--- config.mk ---
export PLATFORM = sky130hd
export DESIGN_NAME = addressed_lamp_command_receiver
export DESIGN_NICKNAME = d
export VERILOG_FILES = /design/src/rtl/alcr_pkg.sv /design/src/rtl/addressed_lamp_command_receiver.sv /design/src/rtl/alcr_front.sv /design/src/rtl/alcr_cmd_queue.sv /design/src/rtl/alcr_back.sv
export VERILOG_INCLUDE_DIRS = /design/src /design/src/rtl
export SDC_FILE = /design/constraint.sdc
export NUM_CORES = 1
export LEC_CHECK = 0
export BUFFER_PORTS_ARGS = -buffer_cell sky130_fd_sc_hd__clkbuf_2
export CAP_MARGIN = 20
export CORE_MARGIN = 10
export CORE_UTILIZATION = 32
export CTS_BUF_LIST = sky130_fd_sc_hd__clkbuf_8
export DETAILED_ROUTE_END_ITERATION = 6
export MAX_ROUTING_LAYER = met4
export SLEW_MARGIN = 20
export SYNTH_ARGS = -nofsm -noshare
export SYNTH_HDL_FRONTEND = slang
export SYNTH_SLANG_ARGS = --single-unit
--- constraint.sdc ---
create_clock -name clock -period 6.1 [get_ports clock]
set_input_delay 0.305 -clock clock [delete_from_list [all_inputs] [get_ports clock]]
set_output_delay 0.305 -clock clock [all_outputs]
set_load 0.005 [all_outputs]
--- src/rtl/addressed_lamp_command_receiver_macros.svh ---
// Assertion macros shared by the lamp command receiver RTL.
// Included by the modules that carry concurrent checks; no other dependencies.
`ifndef ADDRESSED_LAMP_COMMAND_RECEIVER_MACROS_SVH
`define ADDRESSED_LAMP_COMMAND_RECEIVER_MACROS_SVH

// Property that must hold at every clock edge outside reset.
`define ALCR_ASSERT_HOLDS(label, clk, rst, prop, msg) \
   label: assert property (@(posedge clk) disable iff (rst) (prop)) else $error(msg);

// Antecedent in one cycle implies consequent in the next.
`define ALCR_ASSERT_NEXT(label, clk, rst, ante, cons, msg) \
   label: assert property (@(posedge clk) disable iff (rst) (ante) |=> (cons)) \
      else $error(msg);

`endif

--- src/rtl/alcr_pkg.sv ---
// Shared types and constants for the addressed lamp command receiver.
// No dependencies; imported by every module of the block.
`default_nettype none

package alcr_pkg;

   localparam int DEFAULT_BUFFER_DEPTH = 8;

   localparam logic [7:0] BROADCAST_ADDRESS  = 8'h00;
   localparam logic [7:0] OWN_ADDRESS_RESET  = 8'h01;

   localparam logic [7:0] OP_SOFT_RESET = 8'h01;
   localparam logic [7:0] OP_SET_COLOUR = 8'h02;
   localparam logic [7:0] OP_FADE       = 8'h03;

   localparam int LEN_SET_COLOUR = 4;
   localparam int LEN_FADE       = 6;
   localparam int CMD_ARGS       = LEN_FADE - 1;

   localparam int CMD_QUEUE_DEPTH = 2;

   typedef enum logic [1:0] {
      CMD_SOFT_RESET = 2'd0,
      CMD_SET_COLOUR = 2'd1,
      CMD_FADE       = 2'd2
   } command_kind_type;

   // Decoded command: kind plus the buffered argument bytes (byte 1 onward).
   typedef struct packed {
      command_kind_type               kind;
      logic [CMD_ARGS-1:0][7:0]       arg;
   } cmd_rec_type;

endpackage

`default_nettype wire

--- src/rtl/addressed_lamp_command_receiver.sv ---
// Addressed lamp command receiver. Takes one 9-bit bus frame per clock when
// req_full is low; a frame is filtered, buffered and decoded in the cycle it
// is taken, and a completed command is queued and registered onto the rsp_
// ports. Throughput is one frame per cycle for as long as results are popped;
// req_full is raised only while the two-entry command queue holds two commands
// not yet moved to the output register. Frames that complete no command never
// wait on the result side beyond that. The own address is written through csr_,
// which is always ready; write it only while no frame is in flight.
// Depends on alcr_pkg, alcr_front, alcr_cmd_queue and alcr_back.
`default_nettype none

module addressed_lamp_command_receiver
   import alcr_pkg::*;
#(
   parameter int BUFFER_DEPTH = DEFAULT_BUFFER_DEPTH
) (
   input  wire logic        clock,
   input  wire logic        reset,
   input  wire logic        req_push,
   output logic             req_full,
   input  wire logic [7:0]  req_frame_byte,
   input  wire logic        req_ninth_bit,
   output logic             rsp_empty,
   input  wire logic        rsp_pop,
   output logic [1:0]       rsp_command_kind,
   output logic [7:0]       rsp_speed_high,
   output logic [7:0]       rsp_speed_low,
   output logic [7:0]       rsp_red,
   output logic [7:0]       rsp_green,
   output logic [7:0]       rsp_blue,
   input  wire logic        csr_valid,
   output logic             csr_ready,
   input  wire logic [7:0]  csr_own_address
);

   cmd_rec_type front_rec;
   logic        front_rec_valid;
   logic        q_full;
   cmd_rec_type head_rec;
   logic        q_empty;
   logic        q_pop;

   assign csr_ready = 1'b1;
   assign req_full  = q_full;

   alcr_front #(
      .BUFFER_DEPTH (BUFFER_DEPTH)
   ) u_front (
      .clock             (clock),
      .reset             (reset),
      .push_i            (req_push),
      .full_i            (q_full),
      .frame_byte_i      (req_frame_byte),
      .ninth_bit_i       (req_ninth_bit),
      .csr_valid_i       (csr_valid && csr_ready),
      .csr_own_address_i (csr_own_address),
      .rec_o             (front_rec),
      .rec_valid_o       (front_rec_valid)
   );

   alcr_cmd_queue u_queue (
      .clock      (clock),
      .reset      (reset),
      .push_i     (front_rec_valid),
      .push_rec_i (front_rec),
      .full_o     (q_full),
      .pop_i      (q_pop),
      .head_rec_o (head_rec),
      .empty_o    (q_empty)
   );

   alcr_back u_back (
      .clock              (clock),
      .reset              (reset),
      .head_rec_i         (head_rec),
      .q_empty_i          (q_empty),
      .q_pop_o            (q_pop),
      .rsp_empty_o        (rsp_empty),
      .rsp_pop_i          (rsp_pop),
      .rsp_command_kind_o (rsp_command_kind),
      .rsp_speed_high_o   (rsp_speed_high),
      .rsp_speed_low_o    (rsp_speed_low),
      .rsp_red_o          (rsp_red),
      .rsp_green_o        (rsp_green),
      .rsp_blue_o         (rsp_blue)
   );

endmodule

`default_nettype wire

--- src/rtl/alcr_front.sv ---
// Front end: address filtering, mute state, byte buffer and command decode.
// Uses alcr_pkg and the shared assertion macros.
`default_nettype none
`include "addressed_lamp_command_receiver_macros.svh"

module alcr_front
   import alcr_pkg::*;
#(
   parameter int BUFFER_DEPTH = DEFAULT_BUFFER_DEPTH
) (
   input  wire logic        clock,
   input  wire logic        reset,
   input  wire logic        push_i,
   input  wire logic        full_i,
   input  wire logic [7:0]  frame_byte_i,
   input  wire logic        ninth_bit_i,
   input  wire logic        csr_valid_i,
   input  wire logic [7:0]  csr_own_address_i,
   output cmd_rec_type      rec_o,
   output logic             rec_valid_o
);

   localparam int COUNT_W = $clog2(BUFFER_DEPTH + 1);
   localparam int IDX_W   = $clog2(BUFFER_DEPTH);

   logic [7:0]          own_address_ff;
   logic                muted_ff, muted_in;
   logic [COUNT_W-1:0]  byte_count_ff, byte_count_in;
   logic [7:0]          cmd_bytes_ff [BUFFER_DEPTH];

   logic                accept;
   logic                room;
   logic                buf_wr;
   logic [COUNT_W-1:0]  count_next;
   logic [LEN_FADE-1:0][7:0] view;
   logic [7:0]          op;

   assign accept     = push_i && !full_i;
   assign room       = byte_count_ff < COUNT_W'(BUFFER_DEPTH);
   assign buf_wr     = accept && !ninth_bit_i && !muted_ff && room;
   assign count_next = room ? byte_count_ff + COUNT_W'(1) : byte_count_ff;

   // Buffer contents as they stand after this byte is written.
   always_comb begin
      for (int i = 0; i < LEN_FADE; i++) begin
         view[i] = (room && byte_count_ff == COUNT_W'(i)) ? frame_byte_i : cmd_bytes_ff[i];
      end
   end

   assign op = view[0];

   always_comb begin
      muted_in      = muted_ff;
      byte_count_in = byte_count_ff;
      rec_valid_o   = 1'b0;
      rec_o.kind    = CMD_SOFT_RESET;
      rec_o.arg     = view[LEN_FADE-1:1];
      if (accept) begin
         if (ninth_bit_i) begin
            if (frame_byte_i == BROADCAST_ADDRESS || frame_byte_i == own_address_ff) begin
               muted_in      = 1'b0;
               byte_count_in = '0;
            end else begin
               muted_in = 1'b1;
            end
         end else if (!muted_ff) begin
            byte_count_in = count_next;
            priority if (op == OP_SOFT_RESET) begin
               rec_valid_o = 1'b1;
               rec_o.kind  = CMD_SOFT_RESET;
            end else if (op == OP_SET_COLOUR && count_next == COUNT_W'(LEN_SET_COLOUR)) begin
               rec_valid_o = 1'b1;
               rec_o.kind  = CMD_SET_COLOUR;
               muted_in    = 1'b1;
            end else if (op == OP_FADE && count_next == COUNT_W'(LEN_FADE)) begin
               rec_valid_o = 1'b1;
               rec_o.kind  = CMD_FADE;
               muted_in    = 1'b1;
            end else begin
               rec_valid_o = 1'b0;
            end
         end
      end
   end

   always_ff @(posedge clock) begin
      if (reset) begin
         own_address_ff <= OWN_ADDRESS_RESET;
         muted_ff       <= 1'b1;
         byte_count_ff  <= '0;
      end else begin
         if (csr_valid_i) begin
            own_address_ff <= csr_own_address_i;
         end
         muted_ff      <= muted_in;
         byte_count_ff <= byte_count_in;
      end
   end

   always_ff @(posedge clock) begin
      if (buf_wr) begin
         cmd_bytes_ff[byte_count_ff[IDX_W-1:0]] <= frame_byte_i;
      end
   end

   `ALCR_ASSERT_HOLDS(a_count_bound, clock, reset,
      byte_count_ff <= COUNT_W'(BUFFER_DEPTH), "byte count past buffer depth")
   `ALCR_ASSERT_NEXT(a_mute_after_colour, clock, reset,
      rec_valid_o && rec_o.kind != CMD_SOFT_RESET, muted_ff,
      "not muted after colour command")
   `ALCR_ASSERT_NEXT(a_address_unmutes, clock, reset,
      accept && ninth_bit_i && frame_byte_i == BROADCAST_ADDRESS,
      !muted_ff && byte_count_ff == '0, "broadcast did not unmute")

endmodule

`default_nettype wire

--- src/rtl/alcr_cmd_queue.sv ---
// Two-entry queue of decoded commands between front end and result stage.
// Uses alcr_pkg and the shared assertion macros.
`default_nettype none
`include "addressed_lamp_command_receiver_macros.svh"

module alcr_cmd_queue
   import alcr_pkg::*;
(
   input  wire logic        clock,
   input  wire logic        reset,
   input  wire logic        push_i,
   input  wire cmd_rec_type push_rec_i,
   output logic             full_o,
   input  wire logic        pop_i,
   output cmd_rec_type      head_rec_o,
   output logic             empty_o
);

   localparam int PTR_W = $clog2(CMD_QUEUE_DEPTH);
   localparam int CNT_W = $clog2(CMD_QUEUE_DEPTH + 1);

   cmd_rec_type         entries_ff [CMD_QUEUE_DEPTH];
   logic [PTR_W-1:0]    wr_ptr_ff, wr_ptr_in;
   logic [PTR_W-1:0]    rd_ptr_ff, rd_ptr_in;
   logic [CNT_W-1:0]    count_ff, count_in;

   assign full_o     = count_ff == CNT_W'(CMD_QUEUE_DEPTH);
   assign empty_o    = count_ff == '0;
   assign head_rec_o = entries_ff[rd_ptr_ff];

   always_comb begin
      wr_ptr_in = wr_ptr_ff;
      rd_ptr_in = rd_ptr_ff;
      count_in  = count_ff;
      if (push_i) begin
         wr_ptr_in = (wr_ptr_ff == PTR_W'(CMD_QUEUE_DEPTH - 1)) ? '0 : wr_ptr_ff + PTR_W'(1);
      end
      if (pop_i) begin
         rd_ptr_in = (rd_ptr_ff == PTR_W'(CMD_QUEUE_DEPTH - 1)) ? '0 : rd_ptr_ff + PTR_W'(1);
      end
      unique case ({push_i, pop_i})
         2'b10:   count_in = count_ff + CNT_W'(1);
         2'b01:   count_in = count_ff - CNT_W'(1);
         default: count_in = count_ff;
      endcase
   end

   always_ff @(posedge clock) begin
      if (reset) begin
         wr_ptr_ff <= '0;
         rd_ptr_ff <= '0;
         count_ff  <= '0;
      end else begin
         wr_ptr_ff <= wr_ptr_in;
         rd_ptr_ff <= rd_ptr_in;
         count_ff  <= count_in;
      end
   end

   always_ff @(posedge clock) begin
      if (push_i) begin
         entries_ff[wr_ptr_ff] <= push_rec_i;
      end
   end

   `ALCR_ASSERT_HOLDS(a_no_overflow, clock, reset,
      !push_i || !full_o, "push into full command queue")
   `ALCR_ASSERT_HOLDS(a_no_underflow, clock, reset,
      !pop_i || !empty_o, "pop from empty command queue")

endmodule

`default_nettype wire

--- src/rtl/alcr_back.sv ---
// Result stage: pulls decoded commands and formats them into the output register.
// Uses alcr_pkg.
`default_nettype none

module alcr_back
   import alcr_pkg::*;
(
   input  wire logic        clock,
   input  wire logic        reset,
   input  wire cmd_rec_type head_rec_i,
   input  wire logic        q_empty_i,
   output logic             q_pop_o,
   output logic             rsp_empty_o,
   input  wire logic        rsp_pop_i,
   output logic [1:0]       rsp_command_kind_o,
   output logic [7:0]       rsp_speed_high_o,
   output logic [7:0]       rsp_speed_low_o,
   output logic [7:0]       rsp_red_o,
   output logic [7:0]       rsp_green_o,
   output logic [7:0]       rsp_blue_o
);

   logic        out_valid_ff, out_valid_in;
   logic [1:0]  kind_ff, kind_in;
   logic [7:0]  speed_high_ff, speed_high_in;
   logic [7:0]  speed_low_ff, speed_low_in;
   logic [7:0]  red_ff, red_in;
   logic [7:0]  green_ff, green_in;
   logic [7:0]  blue_ff, blue_in;

   // Refill whenever the output slot is free or its transfer completes now.
   assign q_pop_o = !q_empty_i && (!out_valid_ff || rsp_pop_i);

   always_comb begin
      out_valid_in  = q_pop_o ? 1'b1 : (out_valid_ff && !rsp_pop_i);
      kind_in       = head_rec_i.kind;
      speed_high_in = '0;
      speed_low_in  = '0;
      red_in        = '0;
      green_in      = '0;
      blue_in       = '0;
      unique case (head_rec_i.kind)
         CMD_SET_COLOUR: begin
            red_in   = head_rec_i.arg[0];
            green_in = head_rec_i.arg[1];
            blue_in  = head_rec_i.arg[2];
         end
         CMD_FADE: begin
            speed_high_in = head_rec_i.arg[0];
            speed_low_in  = head_rec_i.arg[1];
            red_in        = head_rec_i.arg[2];
            green_in      = head_rec_i.arg[3];
            blue_in       = head_rec_i.arg[4];
         end
         default: begin
            kind_in = CMD_SOFT_RESET;
         end
      endcase
   end

   always_ff @(posedge clock) begin
      if (reset) begin
         out_valid_ff <= 1'b0;
      end else begin
         out_valid_ff <= out_valid_in;
      end
   end

   always_ff @(posedge clock) begin
      if (q_pop_o) begin
         kind_ff       <= kind_in;
         speed_high_ff <= speed_high_in;
         speed_low_ff  <= speed_low_in;
         red_ff        <= red_in;
         green_ff      <= green_in;
         blue_ff       <= blue_in;
      end
   end

   assign rsp_empty_o        = !out_valid_ff;
   assign rsp_command_kind_o = kind_ff;
   assign rsp_speed_high_o   = speed_high_ff;
   assign rsp_speed_low_o    = speed_low_ff;
   assign rsp_red_o          = red_ff;
   assign rsp_green_o        = green_ff;
   assign rsp_blue_o         = blue_ff;

endmodule

`default_nettype wire
== Yosys cells after proc, flatten, opt, wreduce, memory -nomap -nowiden ==
Memories as Yosys holds them, arrays and structs flattened. A register that Yosys moved wholly into a read port is not among the register bits.
Index checks and enable logic that the tools add are counted.
Storage, ports and cells
  RAM bits: 148
  output and inout port bits: 45
  register bits: 60
  memories kept: 2
Memories
  u_queue.entries_ff: words 2, bits a word 42, read ports 1, clocked after memory_dff 1, wr ports 1, RTL line alcr_cmd_queue.sv:22  | cmd_rec_type entries_ff [CMD_QUEUE_DEPTH];
  u_front.cmd_bytes_ff: words 8, bits a word 8, read ports 6, clocked after memory_dff 0, wr ports 1, RTL line alcr_front.sv:29  | logic [7:0] cmd_bytes_ff [BUFFER_DEPTH];
Operators by class
  mux-type cells: 39
  $add $sub $neg: 5
  order comparisons: 1
  reduce and logical (&&, ||, !) cells: 28
  equality and inequality tests: 18
Operator list (number)
  2-to-1 mux 8 bit: 6
  case mux 8 bit (2 select lines): 3
  2-to-1 mux 1 bit: 19
  equality test 4 x 3 -> 1 bit, second input constant: 4
  equality test 8 x 2 -> 1 bit, second input constant: 2
  2-to-1 mux 4 bit: 4
  logical AND 1 bit: 14
  2-to-1 mux 2 bit: 6
  equality test 4 x 2 -> 1 bit, second input constant: 2
  equality test 8 x 1 -> 1 bit, second input constant: 1
  equality test 8 bit: 1
  logical NOT 8 bit: 1
  equality test 2 bit, second input constant: 3
  logical NOT 1 bit: 6
  adder 4 x 1 -> 4 bit, second input constant: 1
  equality test 2 x 1 -> 1 bit, second input constant: 2
  equality test 4 x 1 -> 1 bit, second input constant: 1
  logical NOT 4 bit: 1
  < comparator 4 bit, second input constant: 1
  case mux 2 bit (2 select lines): 1
  AND reduction 3 bit: 1
  adder 1 bit, second input constant: 2
  adder 2 x 1 -> 2 bit, second input constant: 1
  logical NOT 2 bit: 1
  6 further kinds: 7

== Longest topological paths before layout ==
Gate-level depths: netlist (run 1).
  depth in word-level cells: 13
  depth in mapped cells: 11
  gate-level depth less buffers: 10

== Modules after synthesis ==
A second synthesis (run 1) with hierarchy kept.
Second synthesis, totals
  cells, all modules: 493
  area total of the unflattened synthesis: 7906.3 µm²
Modules (own cells, without submodules)
  alcr_cmd_queue: seq. area each 2622.5 µm², area an instance 3225.6 µm², cells each 153, times used 1
  alcr_front: seq. area each 1701.6 µm², area an instance 2894.0 µm², cells each 212, times used 1
  alcr_back: seq. area each 1281.2 µm², area an instance 1775.5 µm², cells each 126, times used 1
  addressed_lamp_command_receiver: seq. area each 0.0 µm², area an instance 11.3 µm², cells each 2, times used 1

== Worst setup path before layout (run 1) ==
No wires, ideal clock.
  kind: register -> register
  start point: reg u_front.byte_count_ff[1]
  end point: mem u_queue.entries_ff[0][0] in the netlist's numbering (enable)
  slack: 1.769 ns
  data required time: 5.658 ns
  period minus slack after synthesis: 4.331 ns
  library setup time: 0.442 ns
  cell stages (with the launch flop): 9
  data arrival time: 3.889 ns
  cell sequence: dfxtp_1 inv_1 ha_1 or3b_1 buf_2 mux4_1 a2111oi_0 o21ai_0 nor2_1
Between the ends
  cells in the longest elaborated chain, start to end: 13
  elaborated cells on any way between the ends: 21
RTL lines
  from (decl): RTL line alcr_front.sv:28  | logic [COUNT_W-1:0] byte_count_ff, byte_count_in;
  from (signal assigned): RTL line alcr_front.sv:96  | byte_count_ff <= byte_count_in;
  < comparator 4 bit / logical NOT 4 bit (equally long branches): RTL line alcr_front.sv:39, alcr_front.sv:46
  logical AND 1 bit: RTL line alcr_front.sv:46  | view[i] = (room && byte_count_ff == COUNT_W'(i)) ? frame_byte_i : cmd_bytes_ff[i];
  2-to-1 mux 8 bit: RTL line alcr_front.sv:46
  equality test 8 x 2 -> 1 bit: RTL line alcr_front.sv:75  | end else if (op == OP_FADE && count_next == COUNT_W'(LEN_FADE)) begin
  logical AND 1 bit: RTL line alcr_front.sv:75
  2-to-1 mux 1 bit: RTL line alcr_front.sv:75
  2-to-1 mux 1 bit: RTL line alcr_front.sv:71  | end else if (op == OP_SET_COLOUR && count_next == COUNT_W'(LEN_SET_COLOUR)) begin
  2-to-1 mux 1 bit *: RTL line alcr_front.sv:68  | priority if (op == OP_SOFT_RESET) begin
  2-to-1 mux 1 bit *: RTL line alcr_front.sv:66  | end else if (!muted_ff) begin
  2-to-1 mux 1 bit *: RTL line alcr_front.sv:59  | if (ninth_bit_i) begin
  2-to-1 mux 1 bit *: RTL line alcr_front.sv:58  | if (accept) begin
  2-to-1 mux 1 bit *: RTL line alcr_cmd_queue.sv:61  | if (push_i) begin
  2-to-1 mux 1 bit (implied by the code) *: RTL line alcr_cmd_queue.sv:62  | entries_ff[wr_ptr_ff] <= push_rec_i;
  to (decl): RTL line alcr_cmd_queue.sv:22
Mark *: on every way between the ends. The rest lies on a longest branch, timed or not.

== Worst setup path after layout (run 1) ==
  start point: reg u_front.byte_count_ff[1]
  end point: mem u_queue.entries_ff[1][35] in the netlist's numbering (enable)
The elaborated chain is that of the path after synthesis.

==> results by group, run 1 <==
Run status
  – Status: finished, final reports clean

Synthesis
  – Syn. warnings: 0
  – Commonest cells post-synth: edfxtp_1 (174), mux2_2 (80), nor2_1 (45)
  – Post-Syn Area: 7910 sq um
  – Post-synth EDFFs: 174
  – Distinct cells, synth: between 40 and 50
  – Main flop type after synthesis: edfxtp_1
  – Seq/Total Area, Yosys: 0.709
  – Top cells by area, synth: edfxtp_1 (66%), mux2_2 (11%), dfxtp_1 (4.8%), a22oi_1 (2.3%), nor2_1 (2.1%)
  – Top cell type's share of synthesized area: 0.661
  – Post-synthesis net count: 529
  – Top-count cell post-synth: edfxtp_1
  – Gate Count Post-Synth: 500
  – Syn Area/Cell: roughly 16 sq um
  – Cell taking the most area after synthesis: edfxtp_1
  – #FFs+latches synth: 193
  – Async set or reset register ratio after synthesis: 0

Job
  – MaxCap Viol Count: 0

STA
  – Clock period minus worst slack: 3.92 ns
  – Fin. Hold Viols: 0
  – Slew of the pin with the lowest slew margin: just over 1 ns
  – RSZ-0062 raised after global routing: false
  – Setup TNS: 0 ns
  – Max-slew headroom: 0.318
  – Slew Limit Fails: 0
  – Hold WS: 0.0629 ns
  – Final setup fails: 0
  – Setup Skew: 0.0196 ns
  – Fmax achieved: between 0.2 and 0.3 GHz
  – Period utilisation layout: 0.643

Floorplan
  – Die Wd: between 150 and 200 um
  – Die Area: ~31,000 sq um
  – # IOs: 67
  – Initial core utilization: 0.325
  – Die height: 177 um
  – Core Area: 24,300 sq um
  – Row count: 57

Clock tree
  – Setup bufs post-CTS: 0
  – Worst-case clock buffer depth: 2
  – CTS Buf Count: 17
  – TritonCTS clock tree: done
  – CTS Hold Bufs: 0
  – Worst skew pair latency: approximately 0.46 ns
  – Cts repair resizes: 0
  – CTS Root Cell: clkbuf_8
  – Clock sink count: 193
  – Worst-path clk slew: approximately 0.10 ns
  – CTS H-tree depth: 4

Setup path
  – Crit. End Element: flop
  – CP required: 6.26 ns
  – CP endpoint: u_queue.entries_ff[1][35]$_DFFE_PP_
  – CP arrival: 4.08 ns
  – Critical path startpoint category: flop
  – Worst path cell trace: inv_1 -> ha_1 -> or3b_1 -> mux4_1 -> a2111oi_0 -> o21ai_0 -> nor2_4 -> buf_16
  – CP max-delay cell: mux4_1
  – Worst-case reg-to-reg path depth: 8
  – CP Buf/Inv Count: 2
  – Worst Path Max Fanout: 24
  – RR Startpoint: u_front.byte_count_ff[1]$_SDFFE_PP0P_
  – Crit path kind: reg -> reg
  – CP startpoint: u_front.byte_count_ff[1]$_SDFFE_PP0P_
  – R2R setup slack: roughly 2.2 ns
  – Worst r2r dst: u_queue.entries_ff[1][35]$_DFFE_PP_
  – Crit path largest cell delay: between 0.6 and 0.7 ns
  – Crit-path leading delay family: simple AND/OR/NAND/NOR gates
  – Worst path depth: 8

Global routing
  – First-pass GRT wire length: 25.5 mm
  – Vias in the first global route: between 4,000 and 5,000
  – Total track usage: 0.108
  – Overflow after GRT: 0
  – Largest net degree at the start of global routing: 45
  – Initial antenna violation count: 0

Finish
  – Filler Cells Inserted: 2,279
  – FF+latch area: ~5600 sq um
  – Ant diodes: 0
  – Layout cells sized above 1: 0.327
  – Design area: 9050 sq um
  – Footprint of the multi-input gates: 2190 sq um
  – Nets@finish: slightly below 600
  – Layout area overhead: 14.4%
  – Fin cells: 905

Routing
  – Total number of vias: roughly 4,300
  – First drt pass iteration count: 5
  – Vias per inst: 4.77
  – DRC viols: 0
  – WL/cell: 18.1 um
  – Number of DRC markers in iteration 0: 367
  – Routed Antenna Nets: 0
  – Detailed Route WL: 16.4 mm

Power and ir drop
  – Leakage: 0.00306 uW
  – Power Dens Cells: about 250 nW/um^2
  – Worst VDD drop: 0.109 mV

Place
  – DP HPWL: approximately 12 mm
  – Count of input and output buffers: 65
  – Dpl cells: between 800 and 900
  – GPL Wtd Cong: 0.892
  – Post-place instance area: about 8700 sq um

Min path
  – Min-Delay Path Class: in -> reg
-- where the power goes --
| group | switching, uW | internal [uW] |
|---|---|---|
| Combinational | 33.9 | 19.6 |
| Clock | 467 | 338 |
| Sequential | 6.12 | 1430 |
-- cell usage in the layout, fill, tap and decap left out, drive strengths merged, types with 8 or more instances in the layout --
| master | n |
|---|---|
| and2 | 19 |
| a21oi | 8 |
| nand2 | 10 |
| xor2 | 9 |
| clkbuf | 82 |
| inv | 19 |
| nor2 | 45 |
| dfxtp | 19 |
| a22oi | 24 |
| mux2 | 80 |
| edfxtp | 174 |
| mux2i | 12 |
-- metrics by stage --
step | total power, uW | setup WS, ns | util
floorplan | 1490 | 1.77 | -
global placement | 1520 | 2.19 | 0.354
detailed placement | 1520 | 2.25 | 0.356
CTS | 2320 | 2.16 | 0.372
global route | 2380 | 1.93 | 0.372
finish | 2290 | 2.18 | 0.372
-- state kept, by name, indices dropped and copies added (netlist names), named ones only --
name,count
u_queue.entries_ff,84
u_front.cmd_bytes_ff,48
u_back.rsp_blue_o,8
u_back.rsp_green_o,8
u_back.rsp_red_o,8
u_back.rsp_speed_high_o,8
u_back.rsp_speed_low_o,8
u_front.own_address_ff,8
u_front.byte_count_ff,4
u_back.rsp_command_kind_o,2
u_queue.count_ff,2
u_back.out_valid_ff,1
u_front.muted_ff,1
u_queue.rd_ptr_ff,1
u_queue.wr_ptr_ff,1
-- worst min path at each step --
stage | from | end | slack [ns] | cells after the start
final | csr_own_address[0] | u_front.own_address_ff[0]$_SDFFE_PP1P_ | 0.06 | 3
after detailed placement | u_back.out_valid_ff$_SDFF_PP0_ | u_back.out_valid_ff$_SDFF_PP0_ | 0.50 | 2
after global placement | u_queue.rd_ptr_ff$_SDFFE_PP0P_ | u_queue.rd_ptr_ff$_SDFFE_PP0P_ | 0.51 | 2
after floorplan | req_frame_byte[0] | u_front.cmd_bytes_ff[0][0]$_DFFE_PP_ | 0.40 | 0
after CTS | csr_own_address[0] | u_front.own_address_ff[0]$_SDFFE_PP1P_ | 0.03 | 3
after global routing | csr_own_address[0] | u_front.own_address_ff[0]$_SDFFE_PP1P_ | 0.05 | 3
-- area by class of cell --
| class | count | share of cell area |
|---|---|---|
| Multi-Input combinational cell | 273 | 0.242 |
| Clock buffer | 17 | 0.0259 |
| Timing Repair Buffer | 72 | 0.0462 |
| Tap cell | 324 | 0.0448 |
| Inverter | 11 | 0.00456 |
| Clock inverter | 15 | 0.0169 |
| Sequential cell | 193 | 0.620 |
-- per-layer routing --
metal	share of wire	up-vias	global-route usage
met4	0.016	0	0.0413
met3	0.054	18	0.0267
met2	0.46	140	0.158
met1	0.47	2128	0.142
li1	-	2028	-
met5	0	-	-
-- tightest hold or removal path, stage by stage --
cell,delay (ns)
clkbuf_2,0.08
mux2i_1,0.06
nand2_1,0.06
-- cells by family (layout without fill, tap and decap cells) --
logic type / count (synthesis) / count (layout) / share of synthesized area
compound gates: 54 / 54 / 0.0494
xor+xnor: 11 / 11 / 0.0122
fa+ha+maj: 7 / 7 / 0.0111
buf+inv: 34 / 115 / 0.0177
flops: 193 / 193 / 0.709
mux: 93 / 93 / 0.132
other cells: 1 / 1 / 0.000474
simple gates: 107 / 107 / 0.0679
Power figures use the tool's default switching activity.
==> run 2, diff against run 1 <==
- clock period: 6.1 -> 3.74 ns (I/O delays scaled with it)
==> run 2 against run 1 <==
Sequential share of layout area down 0.73 points. Power up 64%. Clock-buffer cell count unchanged. Critical path type unchanged. Non-clock buffer count up 14. Critical endpoint is now u_queue.count_ff[1]$_SDFFE_PP0P_.
==> results by group, run 2 (same netlist as run 1, synthesis figures left out) <==
Floorplan
  – Row count: 57 (unchanged)
  – Die Wd: 177 um (unchanged)
  – Die Area: 31,400 sq um (unchanged)
  – Core Area: 24,300 sq um (unchanged)
  – Die height: 177 um (unchanged)
  – # IOs: 67 (unchanged)
  – Initial core utilization: 0.325 (unchanged)

Finish
  – Nets@finish: 611 (was 597)
  – Most frequent cells in the layout: edfxtp_1 (174), mux2_2 (80), clkbuf_2 (65) (unchanged)
  – Fin cells: 919 (was 905)
  – Biggest register: u_queue.entries_ff (unchanged)
  – Layout cells sized above 1: 0.329 (was 0.327)
  – Design area: 9160 sq um (was 9050 sq um)
  – Filler Cells Inserted: 2,288 (was 2,279)
  – Footprint of the multi-input gates: 2180 sq um (was 2190 sq um)
  – Most common cell after layout, fill and taps aside: edfxtp_1 (unchanged)
  – Largest register FFs: 84 (unchanged)
  – Layout area overhead: 15.8% (was 14.4%)
  – Ant diodes: 0 (unchanged)
  – Layout Utilization: 0.376 (was 0.372)
  – FF+latch area: 5610 sq um (unchanged)

Routing
  – Routed Antenna Nets: 0 (unchanged)
  – Number of DRC markers in iteration 0: 244 (was 367)
  – Total number of vias: 4,373 (was 4,314)
  – WL/cell: 18.0 um (was 18.1 um)
  – DRC viols: 0 (unchanged)
  – Vias per inst: 4.76 (was 4.77)
  – First drt pass iteration count: 4 (was 5)
  – Detailed Route WL: 16.5 mm (was 16.4 mm)

Clock tree
  – TritonCTS clock tree: done (unchanged)
  – Cts repair resizes: 0 (unchanged)
  – Clock sink count: 193 (unchanged)
  – Worst-case clock buffer depth: 2 (unchanged)
  – CTS H-tree depth: 4 (unchanged)
  – CTS Buf Count: 17 (unchanged)
  – Worst skew pair latency: 0.47 ns (was 0.46 ns)
  – CTS Root Cell: clkbuf_8 (unchanged)
  – Worst-path clk slew: 0.11 ns (was 0.10 ns)

STA
  – Final setup fails: 0 (unchanged)
  – RSZ-0062 raised after global routing: false (unchanged)
  – Setup TNS: 0 ns (unchanged)
  – Fin. Hold Viols: 0 (unchanged)
  – Period utilisation layout: 0.942 (was 0.643)
  – Slew of the pin with the lowest slew margin: 0.990 ns (was 1.02 ns)
  – Setup Skew: 0.0160 ns (was 0.0196 ns)
  – Max-slew headroom: 0.337 (was 0.318)
  – Slew Limit Fails: 0 (unchanged)
  – Fmax achieved: 0.284 GHz (was 0.255 GHz)
  – Clock period minus worst slack: 3.52 ns (was 3.92 ns)

Place
  – Post-place instance area: 8680 sq um (was 8650 sq um)
  – GPL Wtd Cong: 0.904 (was 0.892)
  – DP HPWL: 11.6 mm (about the same)
  – Count of input and output buffers: 65 (unchanged)
  – Dpl cells: 879 (was 873)

Power and ir drop
  – Leakage: 0.00313 uW (was 0.00306 uW)
  – Worst VDD drop: 0.184 mV (was 0.109 mV)
  – Power Total: 3760 uW (was 2290 uW)
  – Power Dens Cells: 411 nW/um^2 (was 254 nW/um^2)

Job
  – MaxCap Viol Count: 0 (unchanged)

Setup path
  – RR Startpoint: u_front.byte_count_ff[1]$_SDFFE_PP0P_ (unchanged)
  – Worst path cell trace: inv_1 -> ha_1 -> or3b_1 -> mux4_1 -> a2111oi_0 -> o21ai_0 -> ha_1 -> or3_1 -> a21oi_1 (was inv_1 -> ha_1 -> or3b_1 -> mux4_1 -> a2111oi_0 -> o21ai_0 -> nor2_4 -> buf_16)
  – Crit path kind: reg -> reg (unchanged)
  – Crit. End Element: flop (unchanged)
  – CP max-delay cell: mux4_1 (unchanged)
  – Worst-case reg-to-reg path depth: 9 (was 8)
  – Worst Path Max Fanout: 9 (was 24)
  – CP arrival: 3.92 ns (was 4.08 ns)
  – CP dominant cell by count: ha_1
  – Critical path startpoint category: flop (unchanged)
  – CP required: 4.14 ns (was 6.26 ns)
  – R2R setup slack: 0.22 ns (was 2.18 ns)
  – Worst r2r dst: u_queue.count_ff[1]$_SDFFE_PP0P_ (was u_queue.entries_ff[1][35]$_DFFE_PP_)
  – Crit path largest cell delay: 0.60 ns (was 0.64 ns)

Min path
  – Hold path endpoint: u_back.out_valid_ff$_SDFF_PP0_ (was u_front.own_address_ff[0]$_SDFFE_PP1P_)
  – WHS Path Cells: 3 (unchanged)
  – Min-Delay Path Class: in -> reg (unchanged)
  – Min-delay src: rsp_pop (was csr_own_address[0])

Global routing
  – Largest net degree at the start of global routing: 45 (unchanged)
  – First-pass GRT wire length: 25.8 mm (was 25.5 mm)
  – Total track usage: 0.109 (was 0.108)
  – Initial antenna violation count: 0 (unchanged)
  – Vias in the first global route: 4,518 (was 4,394)
  – Overflow after GRT: 0 (unchanged)

Run status
  – Status: finished, final reports clean (unchanged)
## run 2: what timing repair did
item                                   in CTS  in global routing
hold buffers                                8                  0
endpoints found under the hold margin       8                  0
setup buffers                               0                  0
## run 2: area by class of cell
type | instances | share of cell area
inverter | 11 | 0.00451
clock buffer | 17 | 0.0256
sequential | 193 | 0.612
clock inverter | 15 | 0.0178
timing repair buffer | 86 | 0.0577
tap | 324 | 0.0443
multi-input combinational | 273 | 0.238
## run 2: through the flow
stage / worst slack [ns] / hold WS, ns
after detailed placement: 0.309 / 0.420
after global placement: 0.518 / 0.422
final: 0.216 / 0.0354
after global routing: 0.0488 / 0.0511
after floorplan: -0.591 / 0.286
after CTS: 0.250 / 0.00495
## run 2: critical path: cells and delay by family, from the launching register on
family	cells	cell delay, ns
AO/OA/AOI/OAI	3	0.96
AND/OR/NAND/NOR	2	0.67
multiplexers	1	0.60
adder cells (fa/ha/maj)	2	0.59
flip-flops	1	0.50
buffers and inverters	1	0.13
## run 2: where the power goes
part / internal (uW) / switching [uW]
registers: 2330 / 9.16
clock network: 510 / 811
logic: 39.6 / 57.8
total: 2880 / 878
## run 2: worst max-delay path by stage
stage                                              end  depth (start not counted)                             startpoint  slack [ns]
finish                u_queue.count_ff[1]$_SDFFE_PP0P_                          9  u_front.byte_count_ff[1]$_SDFFE_PP0P_        0.22
CTS                   u_queue.count_ff[1]$_SDFFE_PP0P_                          9  u_front.byte_count_ff[1]$_SDFFE_PP0P_        0.25
global route          u_queue.count_ff[1]$_SDFFE_PP0P_                          9  u_front.byte_count_ff[1]$_SDFFE_PP0P_        0.05
global placement      u_queue.count_ff[1]$_SDFFE_PP0P_                          9  u_front.byte_count_ff[1]$_SDFFE_PP0P_        0.52
floorplan           u_queue.entries_ff[0][0]$_DFFE_PP_                          8  u_front.byte_count_ff[1]$_SDFFE_PP0P_       -0.59
detailed placement    u_queue.count_ff[1]$_SDFFE_PP0P_                          9  u_front.byte_count_ff[0]$_SDFFE_PP0P_        0.31
## run 2: metal layers
metal / global-route usage / share of wire / vias to the layer above
met1: 0.138 / 0.46 / 2156
met2: 0.167 / 0.46 / 128
met5: - / 0 / -
met4: 0.0462 / 0.022 / 0
met3: 0.0239 / 0.051 / 29
li1: - / - / 2060
==> run 3, diff against run 2 <==
- PLACE_DENSITY: not set -> 0.48
==> run 3 against run 2 <==
Hold slack better by 0.023 ns. Critical path type unchanged. Maximum frequency about the same. Cell count down 0.11%.
==> results by group, run 3 (same netlist as run 1, synthesis figures left out) <==
Run status
  – Status: finished, final reports clean (unchanged)

Place
  – Post-place setup slack: 0.273 ns (was 0.309 ns)
  – Dpl cells: 877 (was 879)
  – Post-place instance area: 8670 sq um (was 8680 sq um)
  – DP HPWL: 12.0 mm (was 11.6 mm)
  – GPL Wtd Cong: 0.837 (was 0.904)
  – Count of input and output buffers: 65 (unchanged)

Clock tree
  – Cts repair resizes: 0 (unchanged)
  – CTS Root Cell: clkbuf_8 (unchanged)
  – CTS H-tree depth: 4 (unchanged)
  – TritonCTS clock tree: done (unchanged)
  – Worst skew pair latency: 0.46 ns (was 0.47 ns)
  – Worst-path clk slew: 0.11 ns (about the same)
  – CTS Buf Count: 17 (unchanged)
  – Worst-case clock buffer depth: 2 (unchanged)
  – Clock sink count: 193 (unchanged)

STA
  – RSZ-0062 raised after global routing: false (unchanged)
  – Fmax achieved: 0.284 GHz (about the same)
  – Max-slew headroom: 0.360 (was 0.337)
  – Period utilisation layout: 0.943 (was 0.942)
  – Hold WS: 0.0582 ns (was 0.0354 ns)
  – Worst Setup Slack, final: 0.213 ns (was 0.216 ns)
  – Fin. Hold Viols: 0 (unchanged)
  – Setup TNS: 0 ns (unchanged)
  – Final setup fails: 0 (unchanged)
  – Slew Limit Fails: 0 (unchanged)
  – Slew of the pin with the lowest slew margin: 0.957 ns (was 0.990 ns)
  – Clock period minus worst slack: 3.53 ns (was 3.52 ns)
  – Setup Skew: 0.0151 ns (was 0.0160 ns)

Power and ir drop
  – NetSw: 836 uW (was 878 uW)
  – Power share of the sequential group: 0.613 (was 0.623)
  – Pint: 2990 uW (was 2880 uW)
  – Leakage: 0.00312 uW (was 0.00313 uW)
  – Net Sw Frac: 0.219 (was 0.234)
  – Worst VDD drop: 0.252 mV (was 0.184 mV)
  – Logic pwr share: 0.025 (was 0.026)
  – Clock power frac: 0.362 (was 0.351)
  – Power Dens Cells: 417 nW/um^2 (was 411 nW/um^2)

Setup path
  – Worst Path Max Fanout: 9 (unchanged)
  – Crit. End Element: flop (unchanged)
  – Crit path kind: reg -> reg (unchanged)
  – CP arrival: 3.92 ns (about the same)
  – R2R setup slack: 0.21 ns (was 0.22 ns)
  – CP required: 4.13 ns (was 4.14 ns)
  – Critical path startpoint category: flop (unchanged)

Finish
  – Design area: 9170 sq um (was 9160 sq um)
  – Ant diodes: 0 (unchanged)
  – Layout cells sized above 1: 0.332 (was 0.329)
  – Fin cells: 918 (was 919)
  – Most frequent cells in the layout: edfxtp_1 (174), mux2_2 (80), clkbuf_2 (65) (unchanged)
  – Biggest register: u_queue.entries_ff (unchanged)
  – Filler Cells Inserted: 2,285 (was 2,288)
  – Most common cell after layout, fill and taps aside: edfxtp_1 (unchanged)
  – Layout area overhead: 16.0% (was 15.8%)
  – Nets@finish: 610 (was 611)
  – Largest register FFs: 84 (unchanged)

Routing
  – First drt pass iteration count: 4 (unchanged)
  – Total number of vias: 4,293 (was 4,373)
  – Routed Antenna Nets: 0 (unchanged)
  – Vias per inst: 4.68 (was 4.76)
  – Detailed Route WL: 17.1 mm (was 16.5 mm)
  – DRC viols: 0 (unchanged)
  – WL/cell: 18.7 um (was 18.0 um)
  – Number of DRC markers in iteration 0: 264 (was 244)

Global routing
  – Vias in the first global route: 4,505 (was 4,518)
  – Largest net degree at the start of global routing: 45 (unchanged)
  – Total track usage: 0.115 (was 0.109)
  – Overflow after GRT: 0 (unchanged)
  – Initial antenna violation count: 0 (unchanged)
  – GRT Max-Usage Layer: met2 (unchanged)
  – First-pass GRT wire length: 26.8 mm (was 25.8 mm)
  – GR Util met3: 0.0314 (was 0.0239)
  – Met2 global-route usage: 0.162 (was 0.167)
  – GR Layer Usage met1: 0.157 (was 0.138)

Floorplan
  – Die Wd: 177 um (unchanged)
  – # IOs: 67 (unchanged)
  – Die Area: 31,400 sq um (unchanged)
  – Row count: 57 (unchanged)
  – Initial core utilization: 0.325 (unchanged)
  – Die height: 177 um (unchanged)
  – Core Area: 24,300 sq um (unchanged)

Job
  – MaxCap Viol Count: 0 (unchanged)

Min path
  – Min-Delay Path Class: in -> reg (unchanged)
run 3: changes by cell type in the layout (fill, tap and decap cells not counted), sizes merged:
cell         before  now
inv              22   16
dlygate4sd3       8    9
clkinv            3    5
clkinvlp          1    3
buf              13   11
bufinv            0    2
run 3: final cells by class:
type	count	area, sq um	area share
multi-input cells	273	2180	0.238
well taps	324	405	0.0442
clock buffers	17	234	0.0255
clock inverters	15	178	0.0194
flip-flops and latches	193	5610	0.611
inverters	11	41.3	0.00450
repair buffers	85	523	0.0570
run 3: timing repair:
| item | 4_1_cts | 5_1_grt |
|---|---|---|
| hold buffers | 9 | 0 |
| setup buffers | 0 | 0 |
| endpoints found under the setup margin | 0 | 0 |
| hold endpoints to repair | 9 | 0 |
run 3: worst paths after layout:
check | start | endpoint | cells after the start
setup / recovery | u_front.byte_count_ff[1]$_SDFFE_PP0P_ | u_queue.count_ff[1]$_SDFFE_PP0P_ | 9
hold / removal | req_push | u_front.muted_ff$_SDFFE_PP1P_ | 3
setup reg to reg | u_front.byte_count_ff[1]$_SDFFE_PP0P_ | u_queue.count_ff[1]$_SDFFE_PP0P_ | 9
hold reg to reg | u_back.out_valid_ff$_SDFF_PP0_ | u_back.out_valid_ff$_SDFF_PP0_ | 2
run 3: critical path, stage by stage (launching register included):
cell and delay (ns):
dfxtp_1 0.49, inv_1 0.13, ha_1 0.21, or3b_1 0.32, mux4_1 0.57, a2111oi_0 0.62, o21ai_0 0.26, ha_1 0.38
or3_1 0.35, a21oi_1 0.15
run 3: power groups by stage:
stage                     Clock, uW  Sequential, uW  Combinational, uW
after global routing           1530            2340                107
after detailed placement          0            2390               89.2
after global placement            0            2390               87.9
final                          1380            2340               95.6
after CTS                      1430            2340               97.0
after floorplan                   0            2390               46.5
run 3: layer usage:
layer / share of wire / up-vias
met3: 0.049 / 23
met5: 0 / -
met2: 0.43 / 110
li1: - / 2060
met4: 0.017 / 0
met1: 0.50 / 2100
run 3: stage by stage:
step,utilization,power (uW)
floorplan,-,2430
global placement,0.356,2480
detailed placement,0.356,2480
CTS,0.377,3870
global route,0.377,3980
finish,0.377,3820
